## config.mk

```make
export PLATFORM = sky130hd
export DESIGN_NAME = dds_post
export DESIGN_NICKNAME = d
export VERILOG_FILES = /design/src/hdl/dds_pkg.sv /design/src/hdl/dds_post.sv
export SDC_FILE = /design/constraint.sdc
export NUM_CORES = 2
export LEC_CHECK = 0
export BUFFER_PORTS_ARGS = -buffer_cell sky130_fd_sc_hd__buf_2
export CAP_MARGIN = 25
export CORE_MARGIN = 8
export CORE_UTILIZATION = 65
export CTS_BUF_LIST = sky130_fd_sc_hd__clkbuf_8
export CTS_CLUSTER_DIAMETER = 100
export DETAILED_ROUTE_END_ITERATION = 10
export PLACE_DENSITY = 0.81
export SLEW_MARGIN = 20
export SYNTH_ARGS = -nofsm -noshare
export SYNTH_HDL_FRONTEND = slang
export SYNTH_SLANG_ARGS = --single-unit
```

## constraint.sdc

```tcl
create_clock -name i_clk -period 16.7 [get_ports i_clk]
set_clock_uncertainty 0.05 [all_clocks]
set_input_delay 0.835 -clock i_clk [delete_from_list [all_inputs] [get_ports i_clk]]
set_output_delay 0.835 -clock i_clk [all_outputs]
set_load 0.005 [all_outputs]
```

## src/hdl/dds_pkg.sv

```systemverilog
// ----------------------------------------------------------------------------
// dds_pkg
// shared widths, codes, result type and twiddle/arctangent tables
// ----------------------------------------------------------------------------
package dds_pkg;

    localparam int MAX_POINTS   = 64;
    localparam int ADDR_W       = $clog2(MAX_POINTS);
    localparam int CNT_W        = ADDR_W + 1;
    localparam int LG_MAX       = ADDR_W;
    localparam int SAMPLE_WIDTH = 16;
    localparam int LG_W         = 3;
    localparam int RATE_W       = 27;
    localparam int BIN_W        = 6;
    localparam int PART_W       = 23;
    localparam int MAG_W        = 22;
    localparam int PHASE_W      = 16;
    localparam int TW_W         = 17;
    localparam int PROD_W       = SAMPLE_WIDTH + TW_W;
    localparam int ACC_W        = 38;
    localparam int SQ_W         = 44;
    localparam int COR_W        = 26;
    localparam int ANG_W        = 18;
    localparam int FREQ_PROD_W  = BIN_W + RATE_W;
    localparam int CFG_IDX_W    = 2;
    localparam int OUT_TDATA_W  = 120;

    localparam logic [LG_W-1:0]   LG_RESET   = 3'd6;
    localparam logic [RATE_W-1:0] RATE_RESET = 27'd1000000;

    typedef logic [CFG_IDX_W-1:0] t_cfg_idx;
    localparam t_cfg_idx CFG_LOG2 = 2'd0;
    localparam t_cfg_idx CFG_RATE = 2'd1;

    // output tdata field positions
    localparam int BIN_LO   = 0;
    localparam int REAL_LO  = BIN_LO + BIN_W;
    localparam int IMAG_LO  = REAL_LO + PART_W;
    localparam int MAG_LO   = IMAG_LO + PART_W;
    localparam int PHASE_LO = MAG_LO + MAG_W;
    localparam int FREQ_LO  = PHASE_LO + PHASE_W;
    localparam int FREQ_HI  = FREQ_LO + RATE_W - 1;

    typedef struct packed {
        logic [BIN_W-1:0]          bin_index;
        logic signed [PART_W-1:0]  real_part;
        logic signed [PART_W-1:0]  imag_part;
        logic [MAG_W-1:0]          magnitude;
        logic signed [PHASE_W-1:0] phase;
        logic [RATE_W-1:0]         bin_frequency;
        logic                      last;
    } t_result;

    function automatic logic [15:0] quarter_sine(input logic [4:0] idx);
        logic [15:0] v;
        case (idx)
            5'd0:  v = 16'd0;
            5'd1:  v = 16'd3212;
            5'd2:  v = 16'd6393;
            5'd3:  v = 16'd9512;
            5'd4:  v = 16'd12539;
            5'd5:  v = 16'd15446;
            5'd6:  v = 16'd18204;
            5'd7:  v = 16'd20787;
            5'd8:  v = 16'd23170;
            5'd9:  v = 16'd25329;
            5'd10: v = 16'd27245;
            5'd11: v = 16'd28898;
            5'd12: v = 16'd30273;
            5'd13: v = 16'd31356;
            5'd14: v = 16'd32137;
            5'd15: v = 16'd32609;
            5'd16: v = 16'd32767;
            default: v = 16'd0;
        endcase
        return v;
    endfunction

    // sine of a * 2pi/64, scaled by 32767
    function automatic logic signed [TW_W-1:0] rom_sine(input logic [ADDR_W-1:0] a);
        logic [4:0]            idx;
        logic signed [TW_W-1:0] v;
        idx = a[4] ? (5'd16 - {1'b0, a[3:0]}) : {1'b0, a[3:0]};
        v   = $signed({1'b0, quarter_sine(idx)});
        return a[5] ? -v : v;
    endfunction

    function automatic logic [13:0] atan_step(input logic [3:0] i);
        logic [13:0] v;
        case (i)
            4'd0:  v = 14'd8192;
            4'd1:  v = 14'd4836;
            4'd2:  v = 14'd2555;
            4'd3:  v = 14'd1297;
            4'd4:  v = 14'd651;
            4'd5:  v = 14'd326;
            4'd6:  v = 14'd163;
            4'd7:  v = 14'd81;
            4'd8:  v = 14'd41;
            4'd9:  v = 14'd20;
            4'd10: v = 14'd10;
            4'd11: v = 14'd5;
            4'd12: v = 14'd3;
            4'd13: v = 14'd1;
            4'd14: v = 14'd1;
            default: v = 14'd0;
        endcase
        return v;
    endfunction

endpackage

```

## src/hdl/dds_post.sv

```systemverilog
// ----------------------------------------------------------------------------
// dds_post
// per-bin finishing unit: magnitude, cordic phase and bin frequency
// ----------------------------------------------------------------------------
module dds_post (
    input  logic                                  i_clk,
    input  logic                                  i_rst_n,
    input  logic                                  i_start,
    input  logic signed [dds_pkg::PART_W-1:0]     i_re,
    input  logic signed [dds_pkg::PART_W-1:0]     i_im,
    input  logic [dds_pkg::BIN_W-1:0]             i_bin,
    input  logic [dds_pkg::LG_W-1:0]              i_lg,
    input  logic [dds_pkg::RATE_W-1:0]            i_rate,
    input  logic                                  i_last,
    input  logic                                  i_take,
    output logic                                  o_valid,
    output dds_pkg::t_result                      o_res
);

    localparam logic [4:0] CNT_SQ_LOAD = 5'd1;
    localparam logic [4:0] CNT_COR_END = 5'd15;
    localparam logic [4:0] CNT_DONE    = 5'd23;

    logic                                r_busy;
    logic                                r_valid;
    logic [4:0]                          r_cnt;
    logic signed [dds_pkg::PART_W-1:0]   r_re;
    logic signed [dds_pkg::PART_W-1:0]   r_im;
    logic [dds_pkg::BIN_W-1:0]           r_bin;
    logic [dds_pkg::LG_W-1:0]            r_lg;
    logic                                r_last;
    logic [dds_pkg::FREQ_PROD_W-1:0]     r_freq;
    logic [dds_pkg::SQ_W-1:0]            r_sqr;
    logic [dds_pkg::SQ_W-1:0]            r_sqi;
    logic [dds_pkg::SQ_W-1:0]            r_v;
    logic [dds_pkg::SQ_W-1:0]            r_root;
    logic [dds_pkg::SQ_W-1:0]            r_bit;
    logic signed [dds_pkg::COR_W-1:0]    r_x;
    logic signed [dds_pkg::COR_W-1:0]    r_y;
    logic signed [dds_pkg::ANG_W-1:0]    r_z;

    logic signed [2*dds_pkg::PART_W-1:0] sq_re;
    logic signed [2*dds_pkg::PART_W-1:0] sq_im;
    logic [dds_pkg::SQ_W:0]              sq_try;
    logic [3:0]                          cor_i;
    logic signed [dds_pkg::COR_W-1:0]    xs;
    logic signed [dds_pkg::COR_W-1:0]    ys;
    logic signed [dds_pkg::ANG_W-1:0]    atan_v;
    logic signed [dds_pkg::COR_W-1:0]    re_ext;
    logic signed [dds_pkg::COR_W-1:0]    im_ext;
    logic signed [dds_pkg::PHASE_W-1:0]  phase_sat;
    logic [dds_pkg::FREQ_PROD_W-1:0]     freq_shr;

    assign sq_re  = r_re * r_re;
    assign sq_im  = r_im * r_im;
    assign sq_try = {1'b0, r_root} + {1'b0, r_bit};
    assign cor_i  = 4'(r_cnt - 5'd1);
    assign xs     = r_x >>> cor_i;
    assign ys     = r_y >>> cor_i;
    assign atan_v = $signed({4'b0, dds_pkg::atan_step(cor_i)});
    assign re_ext = dds_pkg::COR_W'(r_re);
    assign im_ext = dds_pkg::COR_W'(r_im);

    always_ff @(posedge i_clk) begin
        if (!i_rst_n) begin
            r_busy  <= 1'b0;
            r_valid <= 1'b0;
            r_cnt   <= '0;
        end else begin
            if (i_take) begin
                r_valid <= 1'b0;
            end
            if (i_start) begin
                r_busy <= 1'b1;
                r_cnt  <= '0;
            end else if (r_busy) begin
                r_cnt <= r_cnt + 5'd1;
                if (r_cnt == CNT_DONE) begin
                    r_busy  <= 1'b0;
                    r_valid <= 1'b1;
                end
            end
        end
    end

    always_ff @(posedge i_clk) begin
        if (i_start) begin
            r_re   <= i_re;
            r_im   <= i_im;
            r_bin  <= i_bin;
            r_lg   <= i_lg;
            r_last <= i_last;
            r_freq <= dds_pkg::FREQ_PROD_W'(i_bin) * dds_pkg::FREQ_PROD_W'(i_rate);
        end else if (r_busy) begin
            if (r_cnt == 5'd0) begin
                r_sqr <= dds_pkg::SQ_W'(sq_re);
                r_sqi <= dds_pkg::SQ_W'(sq_im);
                // left half plane: rotate by pi first
                if (r_re < 0) begin
                    r_x <= -re_ext;
                    r_y <= -im_ext;
                    r_z <= (r_im >= 0) ? 18'sd32768 : -18'sd32768;
                end else begin
                    r_x <= re_ext;
                    r_y <= im_ext;
                    r_z <= '0;
                end
            end else if (r_cnt <= CNT_COR_END) begin
                if (r_y > 0) begin
                    r_x <= r_x + ys;
                    r_y <= r_y - xs;
                    r_z <= r_z + atan_v;
                end else begin
                    r_x <= r_x - ys;
                    r_y <= r_y + xs;
                    r_z <= r_z - atan_v;
                end
            end
            // restoring square root, two bits of radicand per step
            if (r_cnt == CNT_SQ_LOAD) begin
                r_v    <= r_sqr + r_sqi;
                r_root <= '0;
                r_bit  <= dds_pkg::SQ_W'(1) << (dds_pkg::SQ_W - 2);
            end else if (r_cnt > CNT_SQ_LOAD) begin
                if ({1'b0, r_v} >= sq_try) begin
                    r_v    <= r_v - sq_try[dds_pkg::SQ_W-1:0];
                    r_root <= (r_root >> 1) + r_bit;
                end else begin
                    r_root <= r_root >> 1;
                end
                r_bit <= r_bit >> 2;
            end
        end
    end

    always_comb begin
        if (r_re == 0 && r_im == 0) begin
            phase_sat = '0;
        end else if (r_z > 18'sd32767) begin
            phase_sat = 16'sh7fff;
        end else if (r_z < -18'sd32768) begin
            phase_sat = -16'sh8000;
        end else begin
            phase_sat = r_z[dds_pkg::PHASE_W-1:0];
        end
    end

    assign freq_shr = r_freq >> r_lg;

    assign o_valid             = r_valid;
    assign o_res.bin_index     = r_bin;
    assign o_res.real_part     = r_re;
    assign o_res.imag_part     = r_im;
    assign o_res.magnitude     = r_root[dds_pkg::MAG_W-1:0];
    assign o_res.phase         = phase_sat;
    assign o_res.bin_frequency = freq_shr[dds_pkg::RATE_W-1:0];
    assign o_res.last          = r_last;

endmodule

```

==> flow_summary_export.csv <==
group,metric,value,unit
grt,antenna_found_initial,6,
critical_path,crit_cells,22,
critical_path,path_cells,"clkinv_1 > nor2_1 > fa_1 > fa_1 > fa_1 > fa_1 > fa_1 > fa_1 > inv_1 > fa_1 > inv_1 > ha_1 > a21o_1 > a21o_1 > a21oi_1 > o21ai_0 > or3_1 > a21oi_1 > nor2_1 > a31oi_1 > o21ai_0 > xnor2_1",
flow_run,drv_cap,0,
yosys,synth-main-ff-cell,"edfxtp_1",
hold_path,min_path_type,"in -> reg",
yosys,ys_types,85,
grt,grtUsageTotal,31.2,%
hold_path,hold_depth,1,
yosys,yosysSeqAreaShare,16.0,%
clock_tree,postCtsSetupBuffers,0,
detailed_routing,via_per_inst,5.98,
sta,slew_violations,0,
critical_path,worst-path-buf-inv,3,
detailed_routing,num_vias,52000,
floorplanning,die-area,0.115,sq mm
yosys,synthXorXnorAreaFrac,5.99,%
critical_path,startpoint_type,"flip-flop",
yosys,yosys_warnings,0,
grt,grt_overflow,0,
clock_tree,ctsResizeCount,0,
sta,min_period,8.72,ns
grt,grt_pass1_wl,289,mm
yosys,yosys-mux-area-fraction,4.65,%
critical_path,crit_type,"reg -> reg",
sta,finalCritPeriodShare,52.2,%
clock_tree,clk_pin_slew,0.06,ns
clock_tree,cts_tree,"done",
clock_tree,cts_made_buffers,73,
floorplanning,die_w,339,um
yosys,synth_fa_ha_area_share,42.1,%
critical_path,reg2regPathDepth,22,
sta,fmax,115,MHz
critical_path,end_kind,"flip-flop",
detailed_routing,routed_wl,180,mm
clock_tree,clk_latency,0.75,ns
detailed_routing,drt_iter0_drc,4282,
grt,grt_pass1_vias,54800,
yosys,synth_top_cell_by_area,"fa_1",
sta,slew_headroom,26.4,%
yosys,synth_compound_area_share,10.3,%
yosys,async_flop_share,0,%
clock_tree,clk_path_buf_depth,3,
yosys,ys_ff_latch,362,
clock_tree,clock-sinks,362,
yosys,synth.avg_cell_area,9.44,sq um
yosys,syn_nets,8873,
placed_design,gp_congestion,0.968,
detailed_routing,drc_errors,0,
clock_tree,cts_hold_buf,0,
yosys,synth_edf_count,355,
floorplanning,core-area,0.103,sq mm
yosys,synth_area,0.0677,sq mm
placed_design,io_buffers,205,
yosys,synth_top_area_share,32.3,%
sta,hold_violations,0,
detailed_routing,drtAntennaViolNets,0,
floorplanning,io_pins,206,
placed_design,hpwl,143,mm
detailed_routing,wire_per_inst,20.7,um
critical_path,crit_required,17.13,ns
floorplanning,initial_core_util,65.5,%
floorplanning,fp-row-count,118,
yosys,synthCells,7167,
critical_path,cpMostUsedCell,"fa_1",
critical_path,cp_max_fo,20,
yosys,synth-simple-area-share,11.7,%
critical_path,cp_top_family,"adder cells",
clock_tree,clock-root-buffer,"clkbuf_8",
finish,fin_nets,8953,
critical_path,slowest_delay,0.90,ns
sta,fin_tns_setup,0,ns
sta,rsz0062_at_grt,"no",
clock_tree,cts_max_level,3,
sta,worst_pin_slew,1.10,ns
finish,drive_gt1_share,8.27,%
critical_path,critical_path_arrival,9.14,ns
run_status,status,"finished, final reports clean",
floorplanning,die_h,339,um
yosys,synthTopCellsByArea,"fa_1 32%, edfxtp_1 16%, ha_1 9.7%",
sta,whs,0.202,ns
yosys,synth_top_family_by_area,"adder cells",
sta,setup_viol,0,
finish,syn_to_final_growth,5.67,%
grt,grt_max_degree,77,
detailed_routing,dr.pass1.iters,6,
critical_path,cp_slowest_cell,"edfxtp_1",
## synthesized netlist by cell type, drive strengths merged (11+ instances only)
cell type and count:
or2 21, mux2 79, xor2 180, nor2b 48, clkbuf 182, buf 92, or4 11, a31o 37
o21a 46, clkinv 11, or3 27, nand4 37, and3 32, ha 526, o21ai 250, o21bai 40
a21oi 297, nor2 472, xnor2 283, o211ai 24, a211oi 53, a21o 134, mux4 55, nand2 728
and2 189, nor4 15, fa 1093, inv 1353, o31ai 39, a31oi 65, mux2i 100, nor3 60
nand3 55, nand2b 41, o41ai 12, edfxtp 355, a21boi 12
## flip-flops by register name, indices dropped and copies added, names as in the netlist
| register | count |
|---|---|
| r_root | 44 |
| r_z | 18 |
| r_bit | 22 |
| r_last | 1 |
| o_valid | 1 |
| r_busy | 1 |
| r_y | 26 |
| r_x | 26 |
| r_re | 23 |
| r_bin | 6 |
| r_im | 23 |
| r_cnt | 5 |
| r_freq | 33 |
| r_lg | 3 |
| r_v | 44 |
| r_sqi | 43 |
| r_sqr | 43 |
## per-layer routing
layer  share of wire (%)  GRT usage [%]  vias to the layer above  routed length [um]
met4                 4.6           13.3                        4                8190
met1                  39           39.9                    25900               70400
met5               0.016              0                        -                  28
met2                  48           52.8                     2216               86800
li1                    -              -                    23300                   -
met3                 7.9           4.99                      488               14100
## logic make-up after synthesis
group / count (synthesis)
and+or+nand+nor: 1755
xor gates and xnor gates: 463
buffers and inverters: 1638
AOI/OAI and AO/OA: 1096
DFF: 362
adders and majority gates: 1619
muxes: 234
## placed cells by master (no fill, tap or decap), types with 70 or more instances in the layout
cell type	netlist	routed
a21o_1	134	134
a21oi_1	297	295
and2_1	189	187
buf_2	17	205
buf_4	29	70
clkbuf_8	0	75
edfxtp_1	355	355
fa_1	1093	1093
ha_1	526	523
inv_1	1347	1359
mux2_2	79	79
mux2i_1	100	100
nand2_1	728	726
nor2_1	472	469
o21ai_0	248	247
xnor2_1	283	283
xor2_1	180	180
## metrics by stage
step	worst slack (ns)	std cells	utilization, %	area [sq um]
6_report	7.98	8686	69.2	71500
5_1_grt	7.62	8684	69.2	71500
4_1_cts	8.08	8680	69.1	71400
3_3_place_gp	8.45	8547	67.6	69800
2_1_floorplan	7.35	7167	-	67700
3_5_place_dp	8.12	8549	67.6	69900
## worst reg2reg max path, cell delays in order, from the launching register on
cell	delay, ns
edfxtp_1	0.90
clkinv_1	0.68
nor2_1	0.46
fa_1	0.52
fa_1	0.84
fa_1	0.53
fa_1	0.43
fa_1	0.52
fa_1	0.54
inv_1	0.05
fa_1	0.47
inv_1	0.04
ha_1	0.34
a21o_1	0.20
a21o_1	0.18
a21oi_1	0.23
o21ai_0	0.11
or3_1	0.41
a21oi_1	0.26
nor2_1	0.10
a31oi_1	0.29
o21ai_0	0.18
xnor2_1	0.14
## worst paths after layout
kind | startpoint | to | slack (ns)
min | i_im[4] | r_im[4] | 0.20
max | r_re[3] | r_sqr[43] | 7.98
min reg2reg | r_cnt[4] | r_cnt[4] | 0.48
max reg2reg | r_re[3] | r_sqr[43] | 7.98
## area by class of cell
cell class	count	area (sq um)
Fill cell	7936	31800
Multi-Input combinational cell	5167	50600
Inverter	1364	5120
Tap cell	1380	1730
Clock buffer	75	1030
Antenna cell	3	7.51
Clock inverter	56	556
Sequential cell	362	10800
Timing Repair Buffer	279	1640
Power is left out: the tool's default activity adds up to more than one toggle a clock period on the data nets, which glitch-free logic cannot reach.
